==> src/rtl/sca_pkg.sv <==
// Shared types and constants for the stack calculator ALU.
`default_nettype none

package sca_pkg;

   localparam int STACK_DEPTH_DEF = 64;
   localparam int QUEUE_DEPTH     = 2;
   localparam int WORD_W          = 32;
   localparam int DIV_STEPS       = 32;
   localparam int SQRT_STEPS      = 16;
   localparam int STEP_W          = 5;

   typedef enum logic [2:0] {
      OP_PUSH = 3'd0,
      OP_ADD  = 3'd1,
      OP_SUB  = 3'd2,
      OP_MUL  = 3'd3,
      OP_DIV  = 3'd4,
      OP_SQRT = 3'd5,
      OP_OUT  = 3'd6
   } op_type;

   typedef enum logic [2:0] {
      ST_OK      = 3'd0,
      ST_UNDER   = 3'd1,
      ST_OVER    = 3'd2,
      ST_DIVZERO = 3'd3,
      ST_NEGSQRT = 3'd4
   } status_type;

   typedef enum logic [2:0] {
      KIND_PUSH,
      KIND_ARITH,
      KIND_SQRT,
      KIND_OUT,
      KIND_NOP
   } kind_type;

   typedef enum logic [1:0] {
      ALU_ADD,
      ALU_SUB,
      ALU_MUL,
      ALU_DIV
   } alu_op_type;

   typedef enum logic {
      UM_DIV,
      UM_SQRT
   } unit_mode_type;

   typedef enum logic [2:0] {
      BK_IDLE,
      BK_READ,
      BK_MUL,
      BK_ITER,
      BK_SEND
   } back_state_type;

   typedef enum logic [2:0] {
      TOP_OPERAND,
      TOP_RDDATA,
      TOP_ADD,
      TOP_SUB,
      TOP_MUL,
      TOP_UNIT
   } top_src_type;

   typedef struct packed {
      kind_type          kind;
      alu_op_type        alu_op;
      logic [WORD_W-1:0] operand;
   } cmd_type;

   typedef struct packed {
      logic              start;
      unit_mode_type     mode;
      logic [WORD_W-1:0] opa;
      logic [WORD_W-1:0] opb;
   } unit_req_type;

   typedef struct packed {
      logic              done;
      logic [WORD_W-1:0] result;
   } unit_rsp_type;

endpackage

`default_nettype wire

==> src/rtl/sca_front.sv <==
// Front end: takes commands and decodes them into queue entries.
`default_nettype none

module sca_front (
   input  wire logic            req_tvalid,
   output logic                 req_tready,
   input  wire logic [31:0]     req_tdata,   // [31:0] operand
   input  wire logic [2:0]      req_tuser,   // [2:0] operation
   output logic                 q_push,
   output sca_pkg::cmd_type     q_data,
   input  wire logic            q_full
);
   import sca_pkg::*;

   assign req_tready = !q_full;
   assign q_push     = req_tvalid && !q_full;

   always_comb begin
      q_data.operand = req_tdata;
      q_data.alu_op  = ALU_ADD;
      case (req_tuser)
         OP_PUSH: q_data.kind = KIND_PUSH;
         OP_ADD: begin
            q_data.kind   = KIND_ARITH;
            q_data.alu_op = ALU_ADD;
         end
         OP_SUB: begin
            q_data.kind   = KIND_ARITH;
            q_data.alu_op = ALU_SUB;
         end
         OP_MUL: begin
            q_data.kind   = KIND_ARITH;
            q_data.alu_op = ALU_MUL;
         end
         OP_DIV: begin
            q_data.kind   = KIND_ARITH;
            q_data.alu_op = ALU_DIV;
         end
         OP_SQRT: q_data.kind = KIND_SQRT;
         OP_OUT:  q_data.kind = KIND_OUT;
         default: q_data.kind = KIND_NOP;
      endcase
   end

endmodule

`default_nettype wire

==> src/rtl/sca_queue.sv <==
// Short command queue between front end and execution back end.
`default_nettype none

module sca_queue (
   input  wire logic              clock,
   input  wire logic              reset,
   input  wire logic              push,
   input  wire sca_pkg::cmd_type  push_data,
   output logic                   full,
   input  wire logic              pop,
   output sca_pkg::cmd_type       pop_data,
   output logic                   empty
);
   import sca_pkg::*;

   localparam int PTR_W = $clog2(QUEUE_DEPTH);
   localparam int CNT_W = $clog2(QUEUE_DEPTH + 1);

   cmd_type            entry_ff [QUEUE_DEPTH];
   logic [PTR_W-1:0]   wr_ptr_ff, wr_ptr_in;
   logic [PTR_W-1:0]   rd_ptr_ff, rd_ptr_in;
   logic [CNT_W-1:0]   count_ff, count_in;
   logic               do_push, do_pop;

   assign full     = (count_ff == CNT_W'(QUEUE_DEPTH));
   assign empty    = (count_ff == '0);
   assign do_push  = push && !full;
   assign do_pop   = pop && !empty;
   assign pop_data = entry_ff[rd_ptr_ff];

   always_comb begin
      wr_ptr_in = wr_ptr_ff;
      rd_ptr_in = rd_ptr_ff;
      count_in  = count_ff;
      if (do_push) begin
         wr_ptr_in = (wr_ptr_ff == PTR_W'(QUEUE_DEPTH - 1)) ? '0 : wr_ptr_ff + PTR_W'(1);
      end
      if (do_pop) begin
         rd_ptr_in = (rd_ptr_ff == PTR_W'(QUEUE_DEPTH - 1)) ? '0 : rd_ptr_ff + PTR_W'(1);
      end
      if (do_push && !do_pop) begin
         count_in = count_ff + CNT_W'(1);
      end else if (do_pop && !do_push) begin
         count_in = count_ff - CNT_W'(1);
      end
   end

   always_ff @(posedge clock) begin
      if (reset) begin
         wr_ptr_ff <= '0;
         rd_ptr_ff <= '0;
         count_ff  <= '0;
      end else begin
         wr_ptr_ff <= wr_ptr_in;
         rd_ptr_ff <= rd_ptr_in;
         count_ff  <= count_in;
      end
   end

   always_ff @(posedge clock) begin
      if (do_push) begin
         entry_ff[wr_ptr_ff] <= push_data;
      end
   end

endmodule

`default_nettype wire

==> src/rtl/sca_iter.sv <==
// Iterative unit: signed truncating divide and floor square root, one step per cycle.
`default_nettype none

module sca_iter (
   input  wire logic                   clock,
   input  wire logic                   reset,
   input  wire sca_pkg::unit_req_type  unit_req,
   output sca_pkg::unit_rsp_type       unit_rsp
);
   import sca_pkg::*;

   logic                busy_ff, busy_in;
   logic                done_ff, done_in;
   unit_mode_type       mode_ff, mode_in;
   logic [STEP_W-1:0]   step_ff, step_in;
   logic                neg_ff, neg_in;
   logic [WORD_W:0]     acc_ff, acc_in;
   logic [WORD_W-1:0]   quo_ff, quo_in;
   logic [WORD_W-1:0]   den_ff, den_in;

   logic [WORD_W-1:0]   mag_a, mag_b;
   logic [WORD_W:0]     shifted, diff, trial;
   logic                last_step;

   assign mag_a = unit_req.opa[WORD_W-1] ? WORD_W'(0) - unit_req.opa : unit_req.opa;
   assign mag_b = unit_req.opb[WORD_W-1] ? WORD_W'(0) - unit_req.opb : unit_req.opb;

   assign shifted = {acc_ff[WORD_W-1:0], quo_ff[WORD_W-1]};
   assign diff    = shifted - {1'b0, den_ff};
   assign trial   = {1'b0, quo_ff} + {1'b0, den_ff};

   assign last_step = (mode_ff == UM_DIV) ? (step_ff == STEP_W'(DIV_STEPS - 1))
                                          : (step_ff == STEP_W'(SQRT_STEPS - 1));

   always_comb begin
      busy_in = busy_ff;
      done_in = 1'b0;
      mode_in = mode_ff;
      step_in = step_ff;
      neg_in  = neg_ff;
      acc_in  = acc_ff;
      quo_in  = quo_ff;
      den_in  = den_ff;
      if (unit_req.start) begin
         busy_in = 1'b1;
         mode_in = unit_req.mode;
         step_in = '0;
         if (unit_req.mode == UM_DIV) begin
            neg_in = unit_req.opa[WORD_W-1] ^ unit_req.opb[WORD_W-1];
            acc_in = '0;
            quo_in = mag_a;
            den_in = mag_b;
         end else begin
            neg_in = 1'b0;
            acc_in = {1'b0, unit_req.opa};
            quo_in = '0;
            den_in = WORD_W'(1) << (WORD_W - 2);
         end
      end else if (busy_ff) begin
         step_in = step_ff + STEP_W'(1);
         if (mode_ff == UM_DIV) begin
            if (!diff[WORD_W]) begin
               acc_in = diff;
               quo_in = {quo_ff[WORD_W-2:0], 1'b1};
            end else begin
               acc_in = shifted;
               quo_in = {quo_ff[WORD_W-2:0], 1'b0};
            end
         end else begin
            if (acc_ff >= trial) begin
               acc_in = acc_ff - trial;
               quo_in = (quo_ff >> 1) + den_ff;
            end else begin
               quo_in = quo_ff >> 1;
            end
            den_in = den_ff >> 2;
         end
         if (last_step) begin
            busy_in = 1'b0;
            done_in = 1'b1;
         end
      end
   end

   always_ff @(posedge clock) begin
      if (reset) begin
         busy_ff <= 1'b0;
         done_ff <= 1'b0;
         mode_ff <= UM_DIV;
         step_ff <= '0;
      end else begin
         busy_ff <= busy_in;
         done_ff <= done_in;
         mode_ff <= mode_in;
         step_ff <= step_in;
      end
   end

   always_ff @(posedge clock) begin
      neg_ff <= neg_in;
      acc_ff <= acc_in;
      quo_ff <= quo_in;
      den_ff <= den_in;
   end

   assign unit_rsp.done   = done_ff;
   assign unit_rsp.result = (mode_ff == UM_DIV && neg_ff) ? WORD_W'(0) - quo_ff : quo_ff;

endmodule

`default_nettype wire

==> src/rtl/sca_back.sv <==
// Back end: operand stack, command sequencer, adder/multiplier and result register.
`default_nettype none

module sca_back #(
   parameter int STACK_DEPTH = sca_pkg::STACK_DEPTH_DEF
) (
   input  wire logic                   clock,
   input  wire logic                   reset,
   input  wire sca_pkg::cmd_type       q_data,
   input  wire logic                   q_empty,
   output logic                        q_pop,
   output sca_pkg::unit_req_type       unit_req,
   input  wire sca_pkg::unit_rsp_type  unit_rsp,
   output logic                        rsp_tvalid,
   input  wire logic                   rsp_tready,
   output logic [31:0]                 rsp_tdata,
   output logic [3:0]                  rsp_tuser
);
   import sca_pkg::*;

   localparam int ADDR_W = (STACK_DEPTH > 1) ? $clog2(STACK_DEPTH) : 1;
   localparam int CNT_W  = $clog2(STACK_DEPTH + 1);

   back_state_type     state_ff, state_in;
   cmd_type            cmd_ff;
   logic [CNT_W-1:0]   count_ff, count_in;
   logic [WORD_W-1:0]  top_ff, top_in;
   logic [WORD_W-1:0]  stack_mem [STACK_DEPTH];
   logic [WORD_W-1:0]  rd_data_ff;
   logic [WORD_W-1:0]  mul_ff;
   status_type         status_ff;
   logic [WORD_W-1:0]  shown_ff;
   logic               shown_valid_ff;
   logic               rsp_valid_ff;
   status_type         rsp_status_ff;
   logic [WORD_W-1:0]  rsp_value_ff;
   logic               rsp_shown_ff;

   logic [CNT_W-1:0]   wr_idx, rd_idx;
   logic               is_full, is_empty, lt_two;
   logic               out_free;

   logic               mem_we, mem_re, top_we, cnt_inc, cnt_dec, mul_we;
   top_src_type        top_sel;
   logic               res_we, res_shown, rsp_load;
   status_type         res_status;

   assign wr_idx   = count_ff - CNT_W'(1);
   assign rd_idx   = count_ff - CNT_W'(2);
   assign is_full  = (count_ff >= CNT_W'(STACK_DEPTH));
   assign is_empty = (count_ff == '0);
   assign lt_two   = (count_ff < CNT_W'(2));
   assign out_free = !rsp_valid_ff || rsp_tready;

   always_comb begin
      state_in = state_ff;
      case (state_ff)
         BK_IDLE: begin
            if (!q_empty) begin
               case (q_data.kind)
                  KIND_ARITH: state_in = lt_two ? BK_SEND : BK_READ;
                  KIND_SQRT:  state_in = (is_empty || top_ff[WORD_W-1]) ? BK_SEND : BK_ITER;
                  KIND_OUT:   state_in = (!is_empty && !lt_two) ? BK_READ : BK_SEND;
                  default:    state_in = BK_SEND;
               endcase
            end
         end
         BK_READ: begin
            if (cmd_ff.kind == KIND_ARITH && cmd_ff.alu_op == ALU_MUL) begin
               state_in = BK_MUL;
            end else if (cmd_ff.kind == KIND_ARITH && cmd_ff.alu_op == ALU_DIV
                         && top_ff != '0) begin
               state_in = BK_ITER;
            end else begin
               state_in = BK_SEND;
            end
         end
         BK_MUL:  state_in = BK_SEND;
         BK_ITER: state_in = unit_rsp.done ? BK_SEND : BK_ITER;
         BK_SEND: state_in = out_free ? BK_IDLE : BK_SEND;
         default: state_in = BK_IDLE;
      endcase
   end

   always_comb begin
      q_pop         = 1'b0;
      mem_we        = 1'b0;
      mem_re        = 1'b0;
      top_we        = 1'b0;
      top_sel       = TOP_OPERAND;
      cnt_inc       = 1'b0;
      cnt_dec       = 1'b0;
      mul_we        = 1'b0;
      res_we        = 1'b0;
      res_status    = ST_OK;
      res_shown     = 1'b0;
      rsp_load      = 1'b0;
      unit_req.start = 1'b0;
      unit_req.mode  = UM_DIV;
      unit_req.opa   = rd_data_ff;
      unit_req.opb   = top_ff;
      case (state_ff)
         BK_IDLE: begin
            if (!q_empty) begin
               q_pop = 1'b1;
               case (q_data.kind)
                  KIND_PUSH: begin
                     res_we = 1'b1;
                     if (is_full) begin
                        res_status = ST_OVER;
                     end else begin
                        mem_we  = !is_empty;
                        top_we  = 1'b1;
                        top_sel = TOP_OPERAND;
                        cnt_inc = 1'b1;
                     end
                  end
                  KIND_ARITH: begin
                     if (lt_two) begin
                        res_we     = 1'b1;
                        res_status = ST_UNDER;
                     end else begin
                        mem_re = 1'b1;
                     end
                  end
                  KIND_SQRT: begin
                     if (is_empty) begin
                        res_we     = 1'b1;
                        res_status = ST_UNDER;
                     end else if (top_ff[WORD_W-1]) begin
                        res_we     = 1'b1;
                        res_status = ST_NEGSQRT;
                     end else begin
                        unit_req.start = 1'b1;
                        unit_req.mode  = UM_SQRT;
                        unit_req.opa   = top_ff;
                     end
                  end
                  KIND_OUT: begin
                     res_we = 1'b1;
                     if (is_empty) begin
                        res_status = ST_UNDER;
                     end else begin
                        res_shown = 1'b1;
                        if (lt_two) begin
                           cnt_dec = 1'b1;
                        end else begin
                           mem_re = 1'b1;
                        end
                     end
                  end
                  default: res_we = 1'b1;
               endcase
            end
         end
         BK_READ: begin
            if (cmd_ff.kind == KIND_OUT) begin
               top_we  = 1'b1;
               top_sel = TOP_RDDATA;
               cnt_dec = 1'b1;
            end else begin
               case (cmd_ff.alu_op)
                  ALU_ADD: begin
                     top_we  = 1'b1;
                     top_sel = TOP_ADD;
                     cnt_dec = 1'b1;
                     res_we  = 1'b1;
                  end
                  ALU_SUB: begin
                     top_we  = 1'b1;
                     top_sel = TOP_SUB;
                     cnt_dec = 1'b1;
                     res_we  = 1'b1;
                  end
                  ALU_MUL: mul_we = 1'b1;
                  default: begin
                     if (top_ff == '0) begin
                        res_we     = 1'b1;
                        res_status = ST_DIVZERO;
                     end else begin
                        unit_req.start = 1'b1;
                        unit_req.mode  = UM_DIV;
                     end
                  end
               endcase
            end
         end
         BK_MUL: begin
            top_we  = 1'b1;
            top_sel = TOP_MUL;
            cnt_dec = 1'b1;
            res_we  = 1'b1;
         end
         BK_ITER: begin
            if (unit_rsp.done) begin
               top_we  = 1'b1;
               top_sel = TOP_UNIT;
               cnt_dec = (cmd_ff.alu_op == ALU_DIV) && (cmd_ff.kind == KIND_ARITH);
               res_we  = 1'b1;
            end
         end
         BK_SEND: rsp_load = out_free;
         default: ;
      endcase
   end

   always_comb begin
      case (top_sel)
         TOP_OPERAND: top_in = cmd_ff.operand;
         TOP_RDDATA:  top_in = rd_data_ff;
         TOP_ADD:     top_in = rd_data_ff + top_ff;
         TOP_SUB:     top_in = rd_data_ff - top_ff;
         TOP_MUL:     top_in = mul_ff;
         TOP_UNIT:    top_in = unit_rsp.result;
         default:     top_in = top_ff;
      endcase
      if (state_ff == BK_IDLE) begin
         top_in = q_data.operand;
      end
   end

   always_comb begin
      count_in = count_ff;
      if (cnt_inc) begin
         count_in = count_ff + CNT_W'(1);
      end else if (cnt_dec) begin
         count_in = count_ff - CNT_W'(1);
      end
   end

   always_ff @(posedge clock) begin
      if (reset) begin
         state_ff     <= BK_IDLE;
         count_ff     <= '0;
         rsp_valid_ff <= 1'b0;
      end else begin
         state_ff <= state_in;
         count_ff <= count_in;
         if (rsp_load) begin
            rsp_valid_ff <= 1'b1;
         end else if (rsp_tready) begin
            rsp_valid_ff <= 1'b0;
         end
      end
   end

   always_ff @(posedge clock) begin
      if (q_pop) begin
         cmd_ff <= q_data;
      end
      if (top_we) begin
         top_ff <= top_in;
      end
      if (mul_we) begin
         mul_ff <= WORD_W'(rd_data_ff * top_ff);
      end
      if (res_we) begin
         status_ff      <= res_status;
         shown_ff       <= res_shown ? top_ff : '0;
         shown_valid_ff <= res_shown;
      end
      if (rsp_load) begin
         rsp_status_ff <= status_ff;
         rsp_value_ff  <= shown_ff;
         rsp_shown_ff  <= shown_valid_ff;
      end
   end

   always_ff @(posedge clock) begin
      if (mem_we) begin
         stack_mem[wr_idx[ADDR_W-1:0]] <= top_ff;
      end
      if (mem_re) begin
         rd_data_ff <= stack_mem[rd_idx[ADDR_W-1:0]];
      end
   end

   assign rsp_tvalid = rsp_valid_ff;
   assign rsp_tdata  = rsp_value_ff;
   assign rsp_tuser  = {rsp_shown_ff, rsp_status_ff};

endmodule

`default_nettype wire

==> src/rtl/stack_calculator_alu_unit.sv <==
// Top level of the RPN stack calculator ALU.
//
//   channel  direction  tdata               tuser
//   req      in         [31:0] operand      [2:0] operation
//   rsp      out        [31:0] shown_value  [2:0] status, [3] shown_valid
//
// One result per command. Push, no-op, single-element out and most errors go
// straight to the result register; add/sub/out and divide by zero first read
// the second stack entry, mul also registers the product, and sqrt and div
// wait on the one-bit-per-cycle divide/square-root unit. A two-entry queue
// takes commands until full while the back end works or the result waits.
// Synchronous reset empties stack and queue; stack contents are not cleared.
`default_nettype none

module stack_calculator_alu_unit #(
   parameter int STACK_DEPTH = sca_pkg::STACK_DEPTH_DEF
) (
   input  wire logic         clock,
   input  wire logic         reset,
   input  wire logic         req_tvalid,
   output logic              req_tready,
   input  wire logic [31:0]  req_tdata,   // [31:0] operand
   input  wire logic [2:0]   req_tuser,   // [2:0] operation
   output logic              rsp_tvalid,
   input  wire logic         rsp_tready,
   output logic [31:0]       rsp_tdata,   // [31:0] shown_value
   output logic [3:0]        rsp_tuser    // [2:0] status, [3] shown_valid
);
   import sca_pkg::*;

   logic          q_push, q_full, q_pop, q_empty;
   cmd_type       q_in, q_out;
   unit_req_type  unit_req;
   unit_rsp_type  unit_rsp;

   sca_front u_front (
      .req_tvalid (req_tvalid),
      .req_tready (req_tready),
      .req_tdata  (req_tdata),
      .req_tuser  (req_tuser),
      .q_push     (q_push),
      .q_data     (q_in),
      .q_full     (q_full)
   );

   sca_queue u_queue (
      .clock     (clock),
      .reset     (reset),
      .push      (q_push),
      .push_data (q_in),
      .full      (q_full),
      .pop       (q_pop),
      .pop_data  (q_out),
      .empty     (q_empty)
   );

   sca_iter u_iter (
      .clock    (clock),
      .reset    (reset),
      .unit_req (unit_req),
      .unit_rsp (unit_rsp)
   );

   sca_back #(
      .STACK_DEPTH (STACK_DEPTH)
   ) u_back (
      .clock      (clock),
      .reset      (reset),
      .q_data     (q_out),
      .q_empty    (q_empty),
      .q_pop      (q_pop),
      .unit_req   (unit_req),
      .unit_rsp   (unit_rsp),
      .rsp_tvalid (rsp_tvalid),
      .rsp_tready (rsp_tready),
      .rsp_tdata  (rsp_tdata),
      .rsp_tuser  (rsp_tuser)
   );

endmodule

`default_nettype wire

==> config.mk <==
export PLATFORM = sky130hd
export DESIGN_NAME = stack_calculator_alu_unit
export DESIGN_NICKNAME = d
export VERILOG_FILES = /design/src/rtl/sca_pkg.sv /design/src/rtl/sca_front.sv /design/src/rtl/sca_queue.sv /design/src/rtl/sca_iter.sv /design/src/rtl/sca_back.sv /design/src/rtl/stack_calculator_alu_unit.sv
export SDC_FILE = /design/constraint.sdc
export NUM_CORES = 2
export LEC_CHECK = 0
export BUFFER_PORTS_ARGS = -buffer_cell sky130_fd_sc_hd__buf_2
export CAP_MARGIN = 20
export CORE_MARGIN = 2
export CORE_UTILIZATION = 35
export CTS_CLUSTER_SIZE = 10
export DETAILED_ROUTE_END_ITERATION = 8
export PLACE_DENSITY = 0.54
export SLEW_MARGIN = 20
export SYNTH_ARGS = -nofsm -noshare
export SYNTH_HDL_FRONTEND = slang
export SYNTH_SLANG_ARGS = --single-unit
==> constraint.sdc <==
create_clock -name clock -period 8.6 [get_ports clock]
set_input_delay 1.72 -clock clock [delete_from_list [all_inputs] [get_ports clock]]
set_output_delay 1.72 -clock clock [all_outputs]
set_load 0.01 [all_outputs]
==> summary.md <==
| Metric | Value |
|---|---|
| PwrDens | around 370 nW/um^2 |
| HPWL Detailed | approximately 240,000 um |
| CP max FO | 42 |
| Nets | 8,468 |
| Final Critical Period | 8.20 ns |
| H-tree depth | 5 |
| Most frequently used flop master after synthesis | edfxtp_1 |
| Commonest non-fill, non-tap cell in the layout | edfxtp_1 |
| CTS tree | done |
| Fin cells | 12,400 |
| # placed instances | 12,000 |
| Vias in the first global route | 70,600 |
| EDFF count, synth | 2,425 |
| Initial Util | 0.351 |
| Fin crit share | 0.954 |
| CP Capture Type | register |
| Clk_skew | 0.0830 ns |
| FFs w/ async S/R, synth | 0 |
| Hold Path Class | reg2reg |
| Register area share after synthesis | 0.608 |
| CORE AREA | 343,000 sq um |
| Die ar. | ~350,000 sq um |
| Clk slew on worst S/H paths | 0.06 ns |
| # DRC | 14 |
| Initial DRC count | around 7,600 |
| Hold_buf cts | 0 |
| ANT nets after route | 0 |
| Sw Pwr | 18.5 mW |
| Comb pwr share | 0.476 |
| CP required | 9.23 ns |
| Syn Inst Count | around 7,500 |
| Drt wl/cell | 29.9 um |
| Clk buf depth | 4 |
| Fin Setup TNS | 0 ns |
| Routed vias | between 60,000 and 70,000 |
| Fraction of layout cells with a size suffix above 1 | 0.194 |
| Clk pwr share | 0.221 |
| Final Max Slew Viols | 0 |
| Final weighted congestion in routability-driven placement | 0.932 |
| GRT Total Usage | 0.210 |
| Register share of total power | 0.303 |
| Initial DRT Pass Iterations | 9 |
| Leakage | around 46 nW |
| Grt ovf | 0 |
| VDD IR-drop max | 1.51 mV |
| DR vias/cell | 5.58 |
| Area Growth Syn to Fin | 12.9% |
| Leading cell types in the layout, fill and taps excluded | 2,425 x edfxtp_1, 664 x mux4_2, 481 x inv_1 |
| Relative slew slack | 0.230 |
| Final wirelength | 370,000 um |
| Height of the die | 591 um |
| RSZ-0062 raised after global routing | no |
| Failing checks | design-rule violations |
| Initial antenna violation count | 24 |
| Die Width | 591 um |
| Resize count post-CTS | 0 |
| Post-synth cell types | 94 |
| Fmax | 122 MHz |
| Clk root buf | clkbuf_16 |
| Sw Ratio | 0.368 |
| Finish-stage setup viols | 0 |
| Post-CTS setup buffers | 0 |
| Synthesized cell area | 121,000 sq um |
| Avg Cell Area, Syn | 16.1 sq um |
| Rows | 215 |
| CP arrival | between 8 and 9 ns |
| Largest net degree at the start of global routing | around 130 |
| Yosys reg bits | between 2,000 and 2,500 |
| Number of I/O pins | 77 |
| Worst Setup Start Kind | register |
| Max cap viols | 0 |
| Latest clock arrival within the worst-skew pair | 0.92 ns |
| Cell-internal power | 31.7 mW |
| Synth warn | 0 |
| Worst-margin pin slew | 1.16 ns |
| Fin. Hold Viols | 0 |
| IO Port Bufs | 76 |
| Kind of critical path | reg2reg |
| Status | finished, violations left |
| Clock buffer count from CTS | 293 |
| Post-synth net total | 8,237 |
| Clock sink count | 2,449 |
| Global-route wire length before repair | ~530,000 um |
-- logic make-up after synthesis --
group	count (synthesis)	synth area share
flip-flops	2449	0.608
XOR/XNOR	350	0.0255
multiplexers	744	0.131
buffers and inverters	885	0.0279
AND/OR/NAND/NOR	1451	0.0600
AO/OA/AOI/OAI	903	0.0482
adder cells (fa/ha/maj)	708	0.0992
-- worst max-delay path, stage by stage, from the launching register on --
cell and delay [ns]:
edfxtp_1 0.83, buf_4 0.50, buf_4 0.46, and2_1 0.22, fa_1 0.42, inv_1 0.08
fa_1 0.44, fa_1 0.47, fa_1 0.54, inv_1 0.05, fa_1 0.48, fa_1 0.57
fa_1 0.43, fa_1 0.44, ha_1 0.36, nor2b_1 0.16, o21ai_0 0.16, nand2b_1 0.08
a31o_2 0.25, or4_1 0.51, a31o_2 0.26, a21oi_2 0.14, xnor2_1 0.07
-- power groups by stage --
stage               Clock (mW)  Sequential [mW]  Combinational (mW)
floorplan                    0             15.5                17.3
global placement             0             15.4                23.7
detailed placement           0             15.4                23.8
CTS                       11.3             15.2                24.0
global route              11.8             15.2                26.3
finish                    11.1             15.2                23.9
-- per-stage QoR --
step	total power, mW	hold slack (ns)	area, sq um	util	setup slack (ns)
after floorplan	32.9	0.400	121000	-	0.358
after global placement	39.2	0.401	128000	0.373	0.503
after detailed placement	39.3	0.405	128000	0.373	0.459
after CTS	50.5	0.417	136000	0.397	0.456
after global routing	53.2	0.421	136000	0.397	0.127
final	50.2	0.415	136000	0.397	0.397
-- flip-flops by register name, indices dropped and copies added (netlist names), 2 cells and up, named ones only --
signal	count
u_back.cmd_ff	37
u_back.count_ff	7
u_back.mul_ff	32
u_back.rd_data_ff	32
u_back.rsp_status_ff	3
u_back.rsp_tdata	32
u_back.shown_ff	32
u_back.stack_mem	2048
u_back.state_ff	3
u_back.status_ff	3
u_back.top_ff	32
u_iter.acc_ff	33
u_iter.den_ff	32
u_iter.quo_ff	32
u_iter.step_ff	5
u_queue.count_ff	2
u_queue.entry_ff	74
-- cell type report --
cell class                      count  area [sq um]
Fill cell                       31200        207000
Sequential cell                  2449         73300
Multi-Input combinational cell   4156         44600
Clock buffer                      333          7630
Tap cell                         4557          5700
Timing Repair Buffer              337          2490
Inverter                          484          1820
Clock inverter                     47           547
Antenna cell                        8          20.0
-- cell usage after synthesis, types with 9 or more instances --
cell type	count	area, sq um
a211oi_1	29	218
a21o_1	77	578
a21oi_1	248	1240
a221oi_1	19	166
a222oi_1	18	180
a22oi_1	21	158
a31oi_1	23	144
and2_1	369	2310
and3_1	22	138
buf_1	59	221
buf_2	16	80.1
clkbuf_1	323	1210
dfxtp_1	24	480
edfxtp_1	2425	72800
fa_1	413	8270
ha_1	295	3690
inv_1	482	1810
mux2_2	40	450
mux2i_1	39	390
mux4_2	664	15000
nand2_1	431	1620
nand2b_1	48	300
nand3_1	38	190
nand4_1	19	119
nor2_1	294	1100
nor2b_1	30	188
nor3_1	102	510
nor3b_1	11	82.6
nor4_1	16	100
o211ai_1	28	210
o21a_1	31	233
o21ai_0	203	1020
o21bai_1	25	188
o22ai_1	41	257
o31ai_1	31	233
or3_1	20	125
or4_1	9	67.6
xnor2_1	189	1660
xor2_1	160	1400
-- final timing paths --
path | startpoint | end | slack, ns | cells after the start
worst max-delay path | u_back.top_ff[3] | u_back.mul_ff[30] | 0.40 | 22
worst min-delay path | u_back.shown_ff[19] | u_back.rsp_tdata[19] | 0.42 | 0
worst max register to register | u_back.top_ff[3] | u_back.mul_ff[30] | 0.40 | 22
worst min register to register | u_back.shown_ff[19] | u_back.rsp_tdata[19] | 0.42 | 0
-- metal layers --
metal	GRT usage	vias to the layer above	part of all wire
li1	-	28800	-
met3	0.0321	567	0.075
met2	0.338	2862	0.47
met1	0.290	36700	0.42
met4	0.0756	2	0.039
met5	0	-	0.000032
Note: power is estimated with default switching activity, not from simulation.
